`config.mk`:
```
export PLATFORM = sky130hd
export DESIGN_NAME = telnet_line_editor_top
export DESIGN_NICKNAME = d
export VERILOG_FILES = /design/src/rtl/tle_pkg.sv /design/src/rtl/tle_ram.sv /design/src/rtl/tle_obuf.sv /design/src/rtl/tle_seq.sv /design/src/rtl/telnet_line_editor_top.sv
export SDC_FILE = /design/constraint.sdc
export NUM_CORES = 1
export LEC_CHECK = 0
export BUFFER_PORTS_ARGS = -buffer_cell sky130_fd_sc_hd__buf_2
export CAP_MARGIN = 0
export CELL_PAD_IN_SITES_DETAIL_PLACEMENT = 0
export CELL_PAD_IN_SITES_GLOBAL_PLACEMENT = 1
export CORE_MARGIN = 3
export CORE_UTILIZATION = 47
export DETAILED_ROUTE_END_ITERATION = 10
export PLACE_DENSITY = 0.76
export SLEW_MARGIN = 10
export SYNTH_ARGS = -nofsm -noshare
export SYNTH_HDL_FRONTEND = slang
export SYNTH_SLANG_ARGS = --single-unit
```
`constraint.sdc`:
```
create_clock -name clk -period 4.4 [get_ports clk]
set_input_delay 0.22 -clock clk [delete_from_list [all_inputs] [get_ports clk]]
set_output_delay 0.22 -clock clk [all_outputs]
set_load 0.01 [all_outputs]
```
`src/rtl/tle_pkg.sv`:
```
// Shared constants, types and the echo string table for the telnet line editor.
// No dependencies.
package tle_pkg;

  localparam int LINE_MAX = 32;
  localparam int ADDR_W   = $clog2(LINE_MAX);
  localparam int CNT_W    = 6;
  localparam int PTR_W    = 5;

  localparam logic [2:0] MODE_READY = 3'd0;
  localparam logic [2:0] MODE_IAC   = 3'd1;
  localparam logic [2:0] MODE_VERB  = 3'd2;
  localparam logic [2:0] MODE_ESC   = 3'd3;
  localparam logic [2:0] MODE_CSI   = 3'd4;

  localparam logic [1:0] DEST_ECHO = 2'd0;
  localparam logic [1:0] DEST_LINE = 2'd1;
  localparam logic [1:0] DEST_EOL  = 2'd2;
  localparam logic [1:0] DEST_INTR = 2'd3;

  localparam logic [7:0] CH_IAC   = 8'hFF;
  localparam logic [7:0] CH_ESC   = 8'h1B;
  localparam logic [7:0] CH_ETX   = 8'h03;
  localparam logic [7:0] CH_LF    = 8'h0A;
  localparam logic [7:0] CH_CR    = 8'h0D;
  localparam logic [7:0] CH_DEL   = 8'h7F;
  localparam logic [7:0] CH_LBRK  = 8'h5B;
  localparam logic [7:0] CH_D     = 8'h44;
  localparam logic [7:0] CH_C     = 8'h43;
  localparam logic [7:0] CH_ZERO  = 8'h30;

  // string table offsets
  localparam logic [PTR_W-1:0] STR_CLR_B  = 5'd0;   // ESC[1000D ESC[0K
  localparam logic [PTR_W-1:0] STR_CLR_E  = 5'd10;
  localparam logic [PTR_W-1:0] STR_HOME_B = 5'd11;  // ESC[1000D
  localparam logic [PTR_W-1:0] STR_HOME_E = 5'd17;
  localparam logic [PTR_W-1:0] STR_CSI_B  = 5'd18;  // ESC[
  localparam logic [PTR_W-1:0] STR_CSI_E  = 5'd19;
  localparam logic [PTR_W-1:0] STR_BSB_B  = 5'd20;  // BS SP BS
  localparam logic [PTR_W-1:0] STR_BSB_E  = 5'd22;
  localparam logic [PTR_W-1:0] STR_LEFT_B = 5'd23;  // ESC[D
  localparam logic [PTR_W-1:0] STR_LEFT_E = 5'd25;
  localparam logic [PTR_W-1:0] STR_CRLF_B = 5'd26;
  localparam logic [PTR_W-1:0] STR_CRLF_E = 5'd27;

  typedef struct packed {
    logic       valid;
    logic [1:0] dest;
    logic [7:0] data;
    logic       last;
  } emit_t;

  typedef struct packed {
    logic [CNT_W-1:0] len;
    logic [CNT_W-1:0] cur;
  } status_t;

  function automatic logic [7:0] str_byte(input logic [PTR_W-1:0] p);
    logic [7:0] r;
    case (p)
      5'd0, 5'd7, 5'd11, 5'd18, 5'd23: r = 8'h1B;
      5'd1, 5'd8, 5'd12, 5'd19, 5'd24: r = 8'h5B;
      5'd2, 5'd13:                     r = 8'h31;
      5'd3, 5'd4, 5'd5, 5'd9,
      5'd14, 5'd15, 5'd16:             r = 8'h30;
      5'd6, 5'd17, 5'd25:              r = 8'h44;
      5'd10:                           r = 8'h4B;
      5'd20, 5'd22:                    r = 8'h08;
      5'd21:                           r = 8'h20;
      5'd26:                           r = 8'h0D;
      5'd27:                           r = 8'h0A;
      default:                         r = 8'h00;
    endcase
    return r;
  endfunction

  function automatic logic [2:0] dec_tens(input logic [CNT_W-1:0] v);
    logic [2:0] t;
    if (v >= 6'd60)      t = 3'd6;
    else if (v >= 6'd50) t = 3'd5;
    else if (v >= 6'd40) t = 3'd4;
    else if (v >= 6'd30) t = 3'd3;
    else if (v >= 6'd20) t = 3'd2;
    else if (v >= 6'd10) t = 3'd1;
    else                 t = 3'd0;
    return t;
  endfunction

endpackage

```
`src/rtl/tle_ram.sv`:
```
// Generic single-write, single-read RAM with a registered read.
// No dependencies.
module tle_ram #(
  parameter int WIDTH = 8,
  parameter int DEPTH = 32
) (
  input  logic                     clk,
  input  logic                     we,
  input  logic [$clog2(DEPTH)-1:0] waddr,
  input  logic [WIDTH-1:0]         wdata,
  input  logic                     re,
  input  logic [$clog2(DEPTH)-1:0] raddr,
  output logic [WIDTH-1:0]         rdata
);

  logic [WIDTH-1:0] mem [DEPTH];

  always_ff @(posedge clk) begin
    if (we) begin
      mem[waddr] <= wdata;
    end
    if (re) begin
      rdata <= mem[raddr];
    end
  end

endmodule

```
`src/rtl/tle_obuf.sv`:
```
// Output register between the sequencer and the result channel.
// Depends on tle_pkg.
module tle_obuf (
  input  logic          clk,
  input  logic          rst,
  input  tle_pkg::emit_t emit,
  output logic          free,
  output logic          out_valid,
  input  logic          out_stall,
  output logic [1:0]    dest,
  output logic [7:0]    out_data,
  output logic          last
);

  assign free = !out_valid || !out_stall;

  always_ff @(posedge clk) begin
    if (rst) begin
      out_valid <= 1'b0;
    end else if (free) begin
      out_valid <= emit.valid;
    end
    if (free && emit.valid) begin
      dest     <= emit.dest;
      out_data <= emit.data;
      last     <= emit.last;
    end
  end

endmodule

```
`src/rtl/tle_seq.sv`:
```
// Parser and edit sequencer: read-modify-write of the line store, echo and line emission.
// Depends on tle_pkg; drives the ports of a tle_ram instance.
module tle_seq (
  input  logic                       clk,
  input  logic                       rst,
  input  logic                       rx_valid,
  output logic                       rx_stall,
  input  logic [7:0]                 rx_byte,
  input  logic                       free,
  output tle_pkg::emit_t             emit,
  output tle_pkg::status_t           status,
  output logic                       ram_we,
  output logic [tle_pkg::ADDR_W-1:0] ram_waddr,
  output logic [7:0]                 ram_wdata,
  output logic                       ram_re,
  output logic [tle_pkg::ADDR_W-1:0] ram_raddr,
  input  logic [7:0]                 ram_rdata
);

  localparam logic [3:0] S_IDLE   = 4'd0;
  localparam logic [3:0] S_SHR_RD = 4'd1;
  localparam logic [3:0] S_SHR_WR = 4'd2;
  localparam logic [3:0] S_SHL_RD = 4'd3;
  localparam logic [3:0] S_SHL_WR = 4'd4;
  localparam logic [3:0] S_STR    = 4'd5;
  localparam logic [3:0] S_LRD    = 4'd6;
  localparam logic [3:0] S_LEM    = 4'd7;
  localparam logic [3:0] S_MARK   = 4'd8;
  localparam logic [3:0] S_TENS   = 4'd9;
  localparam logic [3:0] S_ONES   = 4'd10;
  localparam logic [3:0] S_CEND   = 4'd11;
  localparam logic [3:0] S_ECHO   = 4'd12;
  localparam logic [3:0] S_POS    = 4'd13;

  localparam logic [tle_pkg::CNT_W-1:0] LMAX = tle_pkg::CNT_W'(tle_pkg::LINE_MAX);
  localparam logic [tle_pkg::CNT_W-1:0] ONE  = tle_pkg::CNT_W'(1);
  localparam logic [tle_pkg::CNT_W-1:0] TEN  = tle_pkg::CNT_W'(10);

  logic [3:0]                       state, state_next;
  logic [2:0]                       mode, mode_next;
  logic [tle_pkg::CNT_W-1:0]        len, len_next, cur, cur_next, idx, idx_next;
  logic [tle_pkg::PTR_W-1:0]        ptr, ptr_next, str_end, str_end_next;
  logic [3:0]                       str_after, str_after_next;
  logic                             job_cr, job_cr_next;
  logic [7:0]                       byte_r, byte_r_next;
  logic [1:0]                       edest, edest_next;
  logic [2:0]                       tens;
  logic [tle_pkg::CNT_W-1:0]        ones;

  assign rx_stall = (state != S_IDLE);
  assign status   = '{len: len, cur: cur};
  assign tens     = tle_pkg::dec_tens(cur);
  assign ones     = cur - (tle_pkg::CNT_W'(tens) * TEN);

  always_comb begin
    state_next     = state;
    mode_next      = mode;
    len_next       = len;
    cur_next       = cur;
    idx_next       = idx;
    ptr_next       = ptr;
    str_end_next   = str_end;
    str_after_next = str_after;
    job_cr_next    = job_cr;
    byte_r_next    = byte_r;
    edest_next     = edest;
    emit           = '0;
    ram_we         = 1'b0;
    ram_waddr      = idx[tle_pkg::ADDR_W-1:0];
    ram_wdata      = byte_r;
    ram_re         = 1'b0;
    ram_raddr      = idx[tle_pkg::ADDR_W-1:0];

    case (state)
      S_IDLE: begin
        if (rx_valid) begin
          case (mode)
            tle_pkg::MODE_READY: begin
              case (rx_byte)
                tle_pkg::CH_IAC: mode_next = tle_pkg::MODE_IAC;
                tle_pkg::CH_ESC: mode_next = tle_pkg::MODE_ESC;
                tle_pkg::CH_ETX: begin
                  edest_next  = tle_pkg::DEST_INTR;
                  byte_r_next = tle_pkg::CH_ETX;
                  state_next  = S_ECHO;
                end
                tle_pkg::CH_LF: ;
                tle_pkg::CH_CR: begin
                  idx_next    = '0;
                  job_cr_next = 1'b1;
                  state_next  = S_LRD;
                end
                tle_pkg::CH_DEL: begin
                  if (len != '0 && cur != '0) begin
                    cur_next   = cur - ONE;
                    idx_next   = cur - ONE;
                    state_next = S_SHL_RD;
                  end
                end
                default: begin
                  if (len < LMAX) begin
                    if (cur == len) begin
                      ram_we      = 1'b1;
                      ram_waddr   = len[tle_pkg::ADDR_W-1:0];
                      ram_wdata   = rx_byte;
                      len_next    = len + ONE;
                      cur_next    = cur + ONE;
                      edest_next  = tle_pkg::DEST_ECHO;
                      byte_r_next = rx_byte;
                      state_next  = S_ECHO;
                    end else begin
                      byte_r_next = rx_byte;
                      idx_next    = len;
                      state_next  = S_SHR_RD;
                    end
                  end
                end
              endcase
            end
            tle_pkg::MODE_IAC: begin
              if (rx_byte == tle_pkg::CH_IAC) begin
                if (len < LMAX) begin
                  ram_we    = 1'b1;
                  ram_waddr = len[tle_pkg::ADDR_W-1:0];
                  ram_wdata = tle_pkg::CH_IAC;
                  len_next  = len + ONE;
                end
                mode_next = tle_pkg::MODE_READY;
              end else begin
                mode_next = tle_pkg::MODE_VERB;
              end
            end
            tle_pkg::MODE_ESC: begin
              mode_next = (rx_byte == tle_pkg::CH_LBRK) ? tle_pkg::MODE_CSI
                                                        : tle_pkg::MODE_READY;
            end
            tle_pkg::MODE_CSI: begin
              if (!(rx_byte inside {[8'h20:8'h2F]})) begin
                if (rx_byte == tle_pkg::CH_D && cur != '0) begin
                  cur_next       = cur - ONE;
                  ptr_next       = tle_pkg::STR_LEFT_B;
                  str_end_next   = tle_pkg::STR_LEFT_E;
                  str_after_next = S_IDLE;
                  state_next     = S_STR;
                end
                mode_next = tle_pkg::MODE_READY;
              end
            end
            default: mode_next = tle_pkg::MODE_READY;
          endcase
        end
      end

      // open a gap at the cursor, top entry first
      S_SHR_RD: begin
        if (idx == cur) begin
          ram_we         = 1'b1;
          ram_waddr      = cur[tle_pkg::ADDR_W-1:0];
          len_next       = len + ONE;
          cur_next       = cur + ONE;
          idx_next       = '0;
          job_cr_next    = 1'b0;
          ptr_next       = tle_pkg::STR_CLR_B;
          str_end_next   = tle_pkg::STR_CLR_E;
          str_after_next = S_LRD;
          state_next     = S_STR;
        end else begin
          ram_re     = 1'b1;
          ram_raddr  = idx[tle_pkg::ADDR_W-1:0] - 1'b1;
          state_next = S_SHR_WR;
        end
      end
      S_SHR_WR: begin
        ram_we     = 1'b1;
        ram_wdata  = ram_rdata;
        idx_next   = idx - ONE;
        state_next = S_SHR_RD;
      end

      // close the gap left by the deleted byte
      S_SHL_RD: begin
        if (idx + ONE >= len) begin
          len_next = len - ONE;
          if (cur == len - ONE) begin
            ptr_next       = tle_pkg::STR_BSB_B;
            str_end_next   = tle_pkg::STR_BSB_E;
            str_after_next = S_IDLE;
          end else begin
            idx_next       = '0;
            job_cr_next    = 1'b0;
            ptr_next       = tle_pkg::STR_CLR_B;
            str_end_next   = tle_pkg::STR_CLR_E;
            str_after_next = S_LRD;
          end
          state_next = S_STR;
        end else begin
          ram_re     = 1'b1;
          ram_raddr  = idx[tle_pkg::ADDR_W-1:0] + 1'b1;
          state_next = S_SHL_WR;
        end
      end
      S_SHL_WR: begin
        ram_we     = 1'b1;
        ram_wdata  = ram_rdata;
        idx_next   = idx + ONE;
        state_next = S_SHL_RD;
      end

      S_STR: begin
        if (free) begin
          emit.valid = 1'b1;
          emit.dest  = tle_pkg::DEST_ECHO;
          emit.data  = tle_pkg::str_byte(ptr);
          emit.last  = (ptr == str_end) && (str_after == S_IDLE);
          if (ptr == str_end) begin
            state_next = str_after;
          end else begin
            ptr_next = ptr + 1'b1;
          end
        end
      end

      S_LRD: begin
        if (idx == len) begin
          if (job_cr) begin
            state_next = S_MARK;
          end else begin
            ptr_next       = tle_pkg::STR_HOME_B;
            str_end_next   = tle_pkg::STR_HOME_E;
            str_after_next = (cur != '0) ? S_POS : S_IDLE;
            state_next     = S_STR;
          end
        end else begin
          ram_re     = 1'b1;
          state_next = S_LEM;
        end
      end
      S_LEM: begin
        if (free) begin
          emit.valid = 1'b1;
          emit.dest  = job_cr ? tle_pkg::DEST_LINE : tle_pkg::DEST_ECHO;
          emit.data  = ram_rdata;
          idx_next   = idx + ONE;
          state_next = S_LRD;
        end
      end

      S_MARK: begin
        if (free) begin
          emit.valid     = 1'b1;
          emit.dest      = tle_pkg::DEST_EOL;
          len_next       = '0;
          cur_next       = '0;
          ptr_next       = tle_pkg::STR_CRLF_B;
          str_end_next   = tle_pkg::STR_CRLF_E;
          str_after_next = S_IDLE;
          state_next     = S_STR;
        end
      end

      S_POS: begin
        ptr_next       = tle_pkg::STR_CSI_B;
        str_end_next   = tle_pkg::STR_CSI_E;
        str_after_next = S_TENS;
        state_next     = S_STR;
      end
      S_TENS: begin
        if (tens == '0) begin
          state_next = S_ONES;
        end else if (free) begin
          emit.valid = 1'b1;
          emit.dest  = tle_pkg::DEST_ECHO;
          emit.data  = tle_pkg::CH_ZERO + 8'(tens);
          state_next = S_ONES;
        end
      end
      S_ONES: begin
        if (free) begin
          emit.valid = 1'b1;
          emit.dest  = tle_pkg::DEST_ECHO;
          emit.data  = tle_pkg::CH_ZERO + 8'(ones);
          state_next = S_CEND;
        end
      end
      S_CEND: begin
        if (free) begin
          emit.valid = 1'b1;
          emit.dest  = tle_pkg::DEST_ECHO;
          emit.data  = tle_pkg::CH_C;
          emit.last  = 1'b1;
          state_next = S_IDLE;
        end
      end

      S_ECHO: begin
        if (free) begin
          emit.valid = 1'b1;
          emit.dest  = edest;
          emit.data  = byte_r;
          emit.last  = 1'b1;
          state_next = S_IDLE;
        end
      end

      default: state_next = S_IDLE;
    endcase
  end

  always_ff @(posedge clk) begin
    if (rst) begin
      state <= S_IDLE;
      mode  <= tle_pkg::MODE_READY;
      len   <= '0;
      cur   <= '0;
    end else begin
      state <= state_next;
      mode  <= mode_next;
      len   <= len_next;
      cur   <= cur_next;
    end
    idx       <= idx_next;
    ptr       <= ptr_next;
    str_end   <= str_end_next;
    str_after <= str_after_next;
    job_cr    <= job_cr_next;
    byte_r    <= byte_r_next;
    edest     <= edest_next;
  end

endmodule

```
`src/rtl/telnet_line_editor_top.sv`:
```
// Telnet line editor: line store RAM, edit sequencer and output register.
// A plain echo passes through the sequencer state register and then the output register; a redraw
// reads each stored byte and then emits it, after a shift that reads and then writes each moved byte.
// Input: one byte at a time; rx_stall stays high until the last result is loaded into the
// output register.
// Reset (rst, synchronous): empty line, cursor 0, ready mode; store contents undefined.
module telnet_line_editor_top (
  input  logic       clk,
  input  logic       rst,
  input  logic       rx_valid,
  output logic       rx_stall,
  input  logic [7:0] rx_byte,
  output logic       out_valid,
  input  logic       out_stall,
  output logic [1:0] dest,
  output logic [7:0] out_data,
  output logic       last
);

  tle_pkg::emit_t             emit;
  tle_pkg::status_t           status;
  logic                       free;
  logic                       ram_we, ram_re;
  logic [tle_pkg::ADDR_W-1:0] ram_waddr, ram_raddr;
  logic [7:0]                 ram_wdata, ram_rdata;

  tle_ram #(.WIDTH(8), .DEPTH(tle_pkg::LINE_MAX)) u_ram (
    .clk(clk), .we(ram_we), .waddr(ram_waddr), .wdata(ram_wdata),
    .re(ram_re), .raddr(ram_raddr), .rdata(ram_rdata)
  );

  tle_seq u_seq (
    .clk(clk), .rst(rst), .rx_valid(rx_valid), .rx_stall(rx_stall), .rx_byte(rx_byte),
    .free(free), .emit(emit), .status(status),
    .ram_we(ram_we), .ram_waddr(ram_waddr), .ram_wdata(ram_wdata),
    .ram_re(ram_re), .ram_raddr(ram_raddr), .ram_rdata(ram_rdata)
  );

  tle_obuf u_obuf (
    .clk(clk), .rst(rst), .emit(emit), .free(free),
    .out_valid(out_valid), .out_stall(out_stall),
    .dest(dest), .out_data(out_data), .last(last)
  );

  a_cur_in_line: assert property (@(posedge clk) disable iff (rst)
    status.cur <= status.len) else $error("cursor beyond line end");

  a_len_bound: assert property (@(posedge clk) disable iff (rst)
    status.len <= tle_pkg::CNT_W'(tle_pkg::LINE_MAX)) else $error("line length overflow");

  a_no_emit_blocked: assert property (@(posedge clk) disable iff (rst)
    emit.valid |-> free) else $error("result produced while output register full");

  a_ram_one_port: assert property (@(posedge clk) disable iff (rst)
    !(ram_we && ram_re && ram_waddr == ram_raddr)) else $error("read and write collide");

endmodule

```
# After elaboration in Yosys (flattened, before gate mapping)
# Memories as Yosys holds them, arrays and structs flattened. A register that Yosys moved wholly into a read port is not among the register bits.
# Index checks and enable logic that the tools add are counted.
# totals
mem_bits_rw	256
mem_bits_ro	224
register_bits	62
latchBits	0
word_cells	308
output_inout_bits	13
n_memories	2
# memory_table
memory	depth	word_bits	read_ports	rd_ports_with_merged_regs	write_ports	line_no	text
u_ram.mem	32	8	1	1	1	tle_ram.sv:16	logic [WIDTH-1:0] mem [DEPTH];
(no name shown)	32	7	1	1	0	tle_pkg.sv:60	case (p)
# op_classes
n_mul	1
addsub	12
bitwise_logic	1
n_eq_ne	69
mux	158
n_lt_le_gt_ge	10
reduce_logical	40
div_mod_pow	0
shift	0
# op_table
cell	count
2-to-1 mux 5 bit	32
2-to-1 mux 6 bit	24
2-to-1 mux 4 bit	25
2-to-1 mux 8 bit	7
case mux 4 bit (13 select lines)	1
case mux 8 bit (2 select lines)	3
case mux 8 bit (6 select lines)	1
2-to-1 mux 11 bit	4
2-to-1 mux 12 bit	3
case mux 6 bit (2 select lines)	3
case mux 6 bit (3 select lines)	2
case mux 6 bit (6 select lines)	1
case mux 5 bit (7 select lines)	1
AND reduction 11 bit	3
2-to-1 mux 3 bit	10
case mux 5 bit (2 select lines)	3
case mux 5 bit (6 select lines)	1
equality test 4 bit, second input constant	6
equality test 6 bit	4
equality test 8 x 7 -> 1 bit, second input constant	3
case mux 4 bit (6 select lines)	1
case mux 6 bit (4 select lines)	1
nonzero test 6 bit	4
2-to-1 mux 1 bit	21
other kinds (65)	127

# Longest topological paths before layout
# Gate-level depths: netlist (run 1).
# logic_depth
word_depth	13
mapped_depth	19
depth_no_buf	17

# Hierarchy
# From an unflattened synthesis (run 1), not the netlist that was laid out.
# hier_totals
cells_unflattened	1201
area_unflattened_um2	16261.8
# by_module_without_submodules
module	seq_area_each_um2	area_per_inst_um2	n_inst	cells_per_inst
tle_ram	7927.6	10133.5	1	417
tle_seq	1391.3	5759.3	1	768
tle_obuf	350.3	369.1	1	16

# Worst setup path before layout (run 1)
# OpenSTA, ideal clock, no wires.
# synth_path
path_kind	reg2reg
from	register u_seq.idx[0] (netlist name)
to	register (tool-made name)
path_slack_ns	-0.074
t_arrival_ns	4.349
stages_incl_launch_ff	18
setup_time_ns	0.125
path_buffers	2
path_cell_list	edfxtp_1 -> buf_1 -> inv_1 -> ha_1 -> ha_1 -> nand2_1 -> o21ai_0 -> a21oi_1 -> or3_4 -> or3_1 -> buf_6 -> inv_12 -> mux2i_1 -> inv_1 -> ha_1 -> mux2_4 -> a221oi_2 -> mux2i_1
# synth_rtl
item	line_no	text
start: declaration	tle_seq.sv:41	logic [tle_pkg::CNT_W-1:0] len, len_next, cur, cur_next, idx, idx_next;
start signal: assignment	tle_seq.sv:321	idx <= idx_next;

# Worst setup path after layout (run 1)
# layout_path
from	register u_seq.idx[0] (netlist name)
to	register u_ram.rdata[2], read port of u_ram.mem, data pin
# layout_via
elab_chain_len	4
# layout_lines
item	line_no	text
adder 6 x 1 -> 6 bit	tle_seq.sv:182	if (idx + ONE >= len) begin
greater-or-equal comparator 6 bit	tle_seq.sv:182	
2-to-1 mux 1 bit / 2-to-1 mux 5 bit (equally long branches)	tle_seq.sv:182	
case mux 1 bit (3 select lines) / case mux 5 bit (2 select lines) (equally long branches)	tle_seq.sv:74	case (state)
end: declaration	tle_ram.sv:13	output logic [WIDTH-1:0] rdata
# Several ways; a longest one is shown, not always the timed one.
# A chain may end at the register's enable or synchronous reset.

==> flow_summary.ini, run 1 <==
[run_status]
outcome = complete, no violations

[clock_network]
cts_root_buf = clkbuf_16
htree_levels = 2
tritoncts = built
clockBufferDepth = 3
cts_setup_buffers = 0
clock-sinks = 331
clkTransAtPathRegs_ps = 60
numCtsBuffers = 36
clock_latency_ps = 550

[timing]
tns_ps = 0
post-route-period-util_pct = 94.31
finalMaxSlewViolations = 0
skew_ps = 31.84
max_freq_ghz = 0.2410
tightest_slew_ps = 1149
holdWs_ps = 29.94
relSlewSlack_pct = 23.32
rsz0062_at_grt = true
hold_viol = 0
period_needed_ps = 4150
setup_viol = 0

[drt]
wirelength_mm = 46.11
via_count = 12340
antenna_left = 0
drc = 0
first_pass_iters = 6
wl_per_cell_um = 22.46
drtIter0Drc = 1193
vias_per_cell = 6.013

[worst_hold_path]
hold_class = input port to register

[worst_setup_path]
slowest_delay_ps = 470
cp_max_fo = 30
critPathRequiredTime_ps = 4660
crit_family = compound AO/OA/AOI/OAI gates
critical_path.startpoint_type = register
crit_arrival_ps = 4410
cp_cell_sequence = ha_1 > nand3_1 > xor2_1 > inv_1 > ha_1 > a21oi_1 > o211ai_2 > a21oi_2 > a221o_1 > and2_4 > buf_12 > mux2i_1 > mux2i_1 > a32oi_1 > a22oi_1
crit_type = register to register
critPathBufInv = 2
critPathCaptureType = register
r2r_slack_ps = 250
critPathSlowestCell = a32oi_1

[floorplanning]
fp.dieW_um = 194.8
die_area_mm2 = 0.03794
core_mm2 = 0.03480
fp-row-count = 68
die-height_um = 194.8
start_util_pct = 48.14
ios = 25

[logic_synthesis]
synth_top_flop_cell = edfxtp_1
ys_seq_area_share_pct = 57.72
synthesis.area_mm2 = 0.01675
syn_area_per_cell_um2 = 11.17
synthArstFlopShare_pct = 0
synth_top_area_share_pct = 54.50
synthTopCellsByArea = edfxtp_1 (54%), mux2i_1 (5.4%), nand2_1 (4.6%), dfxtp_1 (3.2%), a21oi_1 (2.7%)
syn-instance-count = 1499
synthesis.nets = 1542
ys_seq_elements = 331
synth_edf_count = 304
ys.warnings.count = 0
yosys.area.top_type = edfxtp_1
synth.distinct_cells = 88

[cells_and_area]
instances_no_fill = 2053
antenna_cells = 0
layout-drive-gt1-share_pct = 13.89
nNetsFinal = 1616
final_core_util_pct = 54.85
syn_to_final_growth_pct = 13.95
fill_cells = 3007

[global_routing]
grt.total_usage_pct = 24.08
grt-ovfl-total = 0
grt_first_pass_wirelength_mm = 72.00
antenna_found_initial = 0
grt_max_degree = 58
grt_pass1_vias = 12190

[power_and_ir_drop]
ir_worst_vdd_mv = 0.3796
power.density_mw_per_mm2 = 799.3
p_leak_uw = 0.006857

[flow_run]
max-cap-violations = 0

[place]
dpl.cell_count = 1988
hpwl_mm = 32.68
routabilityCongestion = 0.9614
portBuffers = 24
[cells in the mapped netlist (6+ instances only)]
master	n
nor4_1	23
ha_1	30
clkbuf_1	57
a32oi_1	18
or3_1	9
nand4_1	12
nor2_1	98
o21a_1	7
nor3_1	43
xnor2_1	33
and2_1	6
buf_1	11
a31oi_1	16
edfxtp_1	304
a222oi_1	8
a22oi_1	15
nand3b_1	6
a21oi_1	89
a221o_1	6
o22ai_1	23
nand3_1	77
nand2b_1	11
xor2_1	16
nor2b_1	11
dfxtp_1	27
mux2i_1	90
a221oi_1	7
buf_2	27
a211oi_1	7
nand2_1	207
o21ai_0	55
buf_4	8
inv_1	40
[layout by cell type (no fill, tap or decap), types with 8 or more instances in the layout]
| master | synthesis | final |
|---|---|---|
| clkinv_1 | 0 | 8 |
| nor2b_1 | 11 | 11 |
| nand2_1 | 207 | 206 |
| a31oi_1 | 16 | 15 |
| edfxtp_1 | 304 | 304 |
| nand2b_1 | 11 | 11 |
| o22ai_1 | 23 | 23 |
| a222oi_1 | 8 | 8 |
| a32oi_1 | 18 | 18 |
| nor3_1 | 43 | 43 |
| clkbuf_16 | 0 | 37 |
| dfxtp_1 | 27 | 27 |
| o21ai_0 | 55 | 53 |
| nor4_1 | 23 | 23 |
| xnor2_1 | 33 | 31 |
| xor2_1 | 16 | 16 |
| or3_1 | 9 | 9 |
| ha_1 | 30 | 30 |
| nand3_1 | 77 | 77 |
| buf_4 | 8 | 114 |
| nand4_1 | 12 | 12 |
| a21oi_1 | 89 | 88 |
| mux2i_1 | 90 | 89 |
| inv_1 | 40 | 40 |
| buf_2 | 27 | 24 |
| nor2_1 | 98 | 98 |
| a22oi_1 | 15 | 15 |
[cells by family (layout without fill, tap and decap cells)]
kind of cell,count (synthesis),count (layout),share of synthesized area (%)
XOR/XNOR,51,51,2.756
AND/OR/NAND/NOR,524,524,14.42
flip-flops,331,331,57.72
AO/OA/AOI/OAI,313,313,12.56
buffers and inverters,150,249,4.041
adder cells (fa/ha/maj),32,32,2.420
multiplexers,98,98,6.087
[path summary, 6_finish.rpt]
kind                                                 endpoint              startpoint  cells past startpoint
worst max-delay path                 u_ram.rdata[2]$_DFFE_PP_  u_seq.idx[0]$_DFFE_PP_                     15
worst min-delay path            u_seq.byte_r[4]$_SDFFCE_PP0P_              rx_byte[4]                      1
worst max register to register       u_ram.rdata[2]$_DFFE_PP_  u_seq.idx[0]$_DFFE_PP_                     15
worst min register to register   u_obuf.out_data[1]$_DFFE_PP_                register                      2
[worst register-to-register path, delay by kind of cell (launching register included)]
kind            cells  cell delay [ps]
compound gates      6             1550
mux                 2              330
buf+inv             2              310
flops               1              410
simple gates        2              460
xor+xnor            1              220
fa+ha+maj           2              560
[layer usage]
| layer | share of wire (%) | wire length, um | track usage, % | up-vias |
|---|---|---|---|---|
| met4 | 2.8 | 1294 | 7.235 | 0 |
| li1 | - | - | - | 5789 |
| met1 | 43 | 19650 | 32.41 | 6001 |
| met3 | 6.1 | 2790 | 3.692 | 80 |
| met5 | 0 | 0 | 0 | - |
| met2 | 49 | 22370 | 40.61 | 474 |
[state kept, by name, summed over array words and instances (netlist names), named ones only]
register / cells
u_seq.idx: 6
u_seq.ptr: 5
u_ram.rdata: 8
u_obuf.out_valid: 1
u_seq.edest: 1
u_obuf.out_data: 8
u_seq.job_cr: 1
u_seq.mode: 3
u_obuf.last: 1
u_seq.state: 4
u_seq.str_end: 5
u_seq.str_after: 3
u_seq.len: 6
u_obuf.dest: 2
u_seq.cur: 6
u_seq.byte_r: 8
u_ram.mem: 256
[repair_timing]
| item | CTS | global route |
|---|---|---|
| gates resized for setup | 0 | 8 |
| setup endpoints to repair | 0 | 9 |
| hold endpoints to repair | 2 | 0 |
| hold buffers | 2 | 0 |
[report_power, final]
| group | leakage (uW) | total (uW) | switching (uW) | internal, uW |
|---|---|---|---|---|
| Combinational | 0.00333 | 7410 | 4770 | 2650 |
| Clock | 0.000557 | 2950 | 1230 | 1720 |
| Sequential | 0.00297 | 4890 | 310 | 4580 |
| Total | 0.00686 | 15300 | 6300 | 8950 |
[cell type report]
class	instances	area, um2	share of cell area, %
clock buffer	44	952.2	4.988
clock inverter	19	198.9	1.042
inverter	42	170.2	0.8915
multi-input combinational	1018	6454	33.81
sequential	331	9669	50.66
tap	455	569.3	2.982
timing repair buffer	144	1075	5.631
[per-stage QoR]
step / total power [uW] / instance area, um2 / setup slack (ps)
5_1_grt: 16170 / 19090 / -26.00
3_5_place_dp: 12300 / 17890 / 169.3
3_3_place_gp: 12200 / 17890 / 260.5
4_1_cts: 15270 / 19060 / 155.9
6_report: 15260 / 19090 / 250.2
2_1_floorplan: 9594 / 16750 / 31.12
No activity file was read; power rests on OpenSTA's default activity.
==> run 2: changes to the inputs <==
SETUP_SLACK_MARGIN = 0.3   (was not set)
==> flow_summary.ini, run 2 (synthesis gave the netlist of run 1 again) <==
[timing]
tns_ps = 0
relSlewSlack_pct = 24.84
period_needed_ps = 3980
finalMaxSlewViolations = 0
tightest_slew_ps = 1117
max_freq_ghz = 0.2513
setup_viol = 0
rsz0062_at_grt = true
skew_ps = 26.04
post-route-period-util_pct = 90.45
hold_viol = 0

[cells_and_area]
largest_reg_flops = 256
antenna_cells = 0
top_register = u_ram.mem
final_cell_mix = edfxtp_1 (304), nand2_1 (206), buf_4 (128)
multi_input_area_mm2 = 0.006528
nNetsFinal = 1632
fill_cells = 2991
syn_to_final_growth_pct = 14.89
layout_commonest_cell = edfxtp_1
final_core_util_pct = 55.30
seq_area_mm2 = 0.009669
layout-drive-gt1-share_pct = 15.53

[power_and_ir_drop]
seqPwrFrac_pct = 31.7
cell_internal_pwr_uw = 8994
power.density_mw_per_mm2 = 804.9
power_uw = 15490
netSwitchingFraction_pct = 41.94
switchingPower_uw = 6497
p_leak_uw = 0.006921
clock_power_share_pct = 18.2
p_comb_share_pct = 50.1
ir_worst_vdd_mv = 0.3841

[floorplanning]
ios = 25
fp.dieW_um = 194.8
fp-row-count = 68
die_area_mm2 = 0.03794
core_mm2 = 0.03480
die-height_um = 194.8
start_util_pct = 48.14

[clock_network]
clock-sinks = 331
clock_latency_ps = 550
clockBufferDepth = 3
htree_levels = 2
clkTransAtPathRegs_ps = 60
numCtsBuffers = 36
cts_root_buf = clkbuf_16
tritoncts = built

[place]
routabilityCongestion = 0.9518
portBuffers = 24
hpwl_mm = 32.86

[drt]
first_pass_iters = 5
via_count = 12560
vias_per_cell = 6.064
antenna_left = 0
wirelength_mm = 47.40
wl_per_cell_um = 22.89
drtIter0Drc = 1153
drc = 0

[global_routing]
grt_max_degree = 70
grt-ovfl-total = 0
grt_pass1_vias = 11970
grt.total_usage_pct = 24.33
grt_first_pass_wirelength_mm = 71.96
antenna_found_initial = 0

[worst_setup_path]
slowest_delay_ps = 430
critical_path.startpoint_type = register
critPathCaptureType = register
cp_max_fo = 14
cp_cell_sequence = ha_2 > nand3_1 > xor2_1 > inv_1 > ha_1 > a21oi_1 > o211ai_2 > a21oi_2 > or3_4 > or3_4 > inv_12 > mux2i_4 > inv_1 > ha_1 > mux2_4 > a221oi_2 > mux2i_1
critPathRequiredTime_ps = 4800
crit_arrival_ps = 4380
critPathSlowestCell = or3_4
crit_type = register to register

[run_status]
outcome = complete, no violations

[worst_hold_path]
hold_class = input port to register

[flow_run]
max-cap-violations = 0
-- run 2: cell types whose count changed in the layout (fill, tap and decap cells not counted), moves of 4 or more --
cell / previous run / this run
buf_4: 114 / 128
clkbuf_1: 7 / 13
clkinv_1: 8 / 4
mux2i_1: 89 / 85
-- run 2: worst max-delay path: cells and delay by family, from the launching register on --
kind / cells / cell delay (ps)
AOI/OAI and AO/OA: 4 / 640
xor gates and xnor gates: 1 / 190
adders and majority gates: 3 / 750
buffers and inverters: 3 / 310
DFF: 1 / 410
muxes: 3 / 600
and+or+nand+nor: 3 / 930
-- run 2: power by group through the flow --
stage                     Combinational [uW]  Sequential, uW  Clock [uW]
after floorplan                         4840            4780           0
after global placement                  7390            4950           0
after CTS                               7530            4900        2870
final                                   7770            4910        2820
after detailed placement                7450            4960           0
after global routing                    8410            4950        2990
-- run 2: layer usage --
layer | GRT usage [%] | vias up | part of all wire, %
met1 | 32.96 | 6111 | 42
met4 | 9.374 | 0 | 4.1
met5 | 0 | - | 0
met2 | 39.63 | 521 | 47
met3 | 3.969 | 110 | 6.6
li1 | - | 5816 | -
-- run 2: metrics by stage --
stage	cell area, um2	std cells	setup slack, ps	hold WS [ps]
finish	19240	2071	420.3	24.99
global route	19240	2071	220.1	7.785
CTS	19110	2065	296.4	1.005
detailed placement	17960	1997	138.6	507.9
global placement	17960	1997	230.0	501.4
floorplan	16770	1499	332.2	386.7
-- run 2: layout make-up --
class / instances / area share (%)
Clock buffer: 51 / 5.136
Clock inverter: 14 / 0.5396
Tap cell: 455 / 2.958
Sequential cell: 331 / 50.24
Inverter: 42 / 0.8842
Timing Repair Buffer: 160 / 6.320
Multi-Input combinational cell: 1018 / 33.92
-- run 2: repair_timing --
action,CTS,global route
setup buffers,1,5
hold buffers,2,0
endpoints found under the setup margin,12,13
pin swaps,0,3
gates cloned,0,1
hold endpoints to repair,2,0
gates resized for setup,4,18
-- run 2: path summary, 6_finish.rpt --
path | start | end | slack, ps | depth (start not counted)
worst min-delay path | rx_byte[4] | u_seq.byte_r[4]$_SDFFCE_PP0P_ | 20 | 1
worst max-delay path | u_seq.idx[0]$_DFFE_PP_ | register | 420 | 17
worst max register to register | u_seq.idx[0]$_DFFE_PP_ | register | 420 | 17
worst min register to register | u_seq.len[5]$_SDFFE_PP0P_ | u_seq.len[5]$_SDFFE_PP0P_ | 530 | 1
==> run 3: changes to the inputs <==
CORE_UTILIZATION = 48   (was 47)
CTS_BUF_LIST = sky130_fd_sc_hd__clkbuf_4   (was not set)
GPL_TIMING_DRIVEN = 0   (was not set)
PLACE_DENSITY = 0.77   (was 0.76)
==> flow_summary.ini, run 3 (synthesis gave the netlist of run 1 again) <==
[cells_and_area]
layout-drive-gt1-share_pct = 23.15
top_register = u_ram.mem
syn_to_final_growth_pct = 20.51
final_cell_mix = edfxtp_1 (304), nand2_1 (203), clkbuf_4 (130)
layout_commonest_cell = edfxtp_1
design_area_mm2 = 0.02019
nNetsFinal = 1705
largest_reg_flops = 256

[power_and_ir_drop]
power.density_mw_per_mm2 = 819.5
p_leak_uw = 0.007130
ir_worst_vdd_mv = 0.4322

[worst_setup_path]
critical_path.startpoint_type = register
crit_arrival_ps = 4560
critPathCaptureType = register
critPathRequiredTime_ps = 4860
crit_type = register to register
cp_max_fo = 6

[clock_network]
numCtsBuffers = 87
clockBufferDepth = 3
clkTransAtPathRegs_ps = 80
tritoncts = built
htree_levels = 3
clock_latency_ps = 780
cts_root_buf = clkbuf_4
clock-sinks = 331

[place]
routabilityCongestion = 0.9260
hpwl_mm = 33.54
pre_cts_slack_ps = -714.0
placed_area_mm2 = 0.01750
portBuffers = 18

[drt]
drc = 0
wirelength_mm = 50.06
wl_per_cell_um = 22.95
first_pass_iters = 6
vias_per_cell = 5.969
drtIter0Drc = 1413
via_count = 13020
antenna_left = 0

[floorplanning]
fp.dieW_um = 192.8
ios = 25
core_mm2 = 0.03395
fp-row-count = 67
die_area_mm2 = 0.03718
die-height_um = 192.8
start_util_pct = 49.34

[global_routing]
grt.total_usage_pct = 26.36
grt_first_pass_wirelength_mm = 73.32
grt_pass1_vias = 12500
antenna_found_initial = 1
grt-ovfl-total = 0
grt_max_degree = 33

[timing]
fin_ws_ps = 296.1
rsz0062_at_grt = true
tightest_slew_ps = 1243
relSlewSlack_pct = 17.05
post-route-period-util_pct = 93.27
tns_ps = 0
hold_viol = 0
period_needed_ps = 4104
max_freq_ghz = 0.2437
skew_ps = 71.98
finalMaxSlewViolations = 0
setup_viol = 0

[run_status]
outcome = complete, no violations

[flow_run]
max-cap-violations = 0

[worst_hold_path]
hold_class = input port to register
-- run 3: cell types whose count changed in the layout (fill, tap and decap cells not counted), sizes merged, moves of 6 or more --
cell         previous run  this run
clkinvlp                1         7
clkinv                 13        34
dlygate4sd3             2        10
buf                   157       109
clkbuf                 52       180
-- run 3: final timing paths --
kind | depth (start not counted) | from | slack (ps) | endpoint
max | 17 | u_seq.idx[0]$_DFFE_PP_ | 300 | u_ram.rdata[6]$_DFFE_PP_
min | 3 | rx_byte[7] | 150 | u_seq.byte_r[7]$_SDFFCE_PP0P_
max reg2reg | 17 | u_seq.idx[0]$_DFFE_PP_ | 300 | u_ram.rdata[6]$_DFFE_PP_
min reg2reg | 2 | register | 560 | u_obuf.out_data[5]$_DFFE_PP_
-- run 3: power by group --
part           total (uW)  switching [uW]  leakage, uW  internal, uW
combinational        9150            5980      0.00351          3170
clock                2620            1280     0.000647          1340
sequential           4770             179      0.00297          4590
total               16500            7440      0.00713          9100
-- run 3: area by class of cell --
type                            count  area, um2
Sequential cell                   331       9669
Fill cell                        2836      13760
Antenna cell                        1      2.502
Timing Repair inverter              4      31.28
Tap cell                          448      560.5
Multi-Input combinational cell   1018       7358
Clock buffer                      121      908.4
Buffer                            108      665.6
Clock inverter                     38      185.2
Inverter                           42      181.4
Timing Repair Buffer               70      624.3
-- run 3: per-stage QoR --
stage                     hold WS [ps]  power, uW  instances  utilization (%)
after global routing             144.1      17440       2181            59.46
after global placement           545.8      11910       1965            51.30
final                            153.9      16540       2181            59.46
after floorplan                  386.7       9612       1499                -
after detailed placement         533.6      12060       1968            51.53
after CTS                        61.29      15420       2148            56.86
-- run 3: repair_timing --
item,CTS,global route
hold endpoints to repair,19,0
gates cloned,0,4
resized for setup,127,120
setup buffers,11,28
pin swaps,12,29
endpoints found under the setup margin,270,496
hold buffers,10,0
-- run 3: per-layer routing --
layer	GRT usage [%]	routed length (um)	vias up	part of all wire [%]
li1	-	-	6032	-
met1	33.44	20080	6279	40
met2	43.38	23760	573	47
met3	5.104	3778	135	7.5
met4	13.00	2451	0	4.9
met5	0	0	-	0
-- run 3: worst max-delay path, stage by stage, from the launching register on --
cell,delay [ps]
edfxtp_1,510
ha_4,230
nand3_4,100
xor2_4,180
inv_2,60
ha_4,250
a21oi_4,170
o211ai_4,110
buf_4,150
buf_4,120
a211o_1,310
o2111ai_4,120
and2_4,200
buf_6,140
mux2_1,330
a2111o_1,430
a211oi_1,220
a22oi_1,160
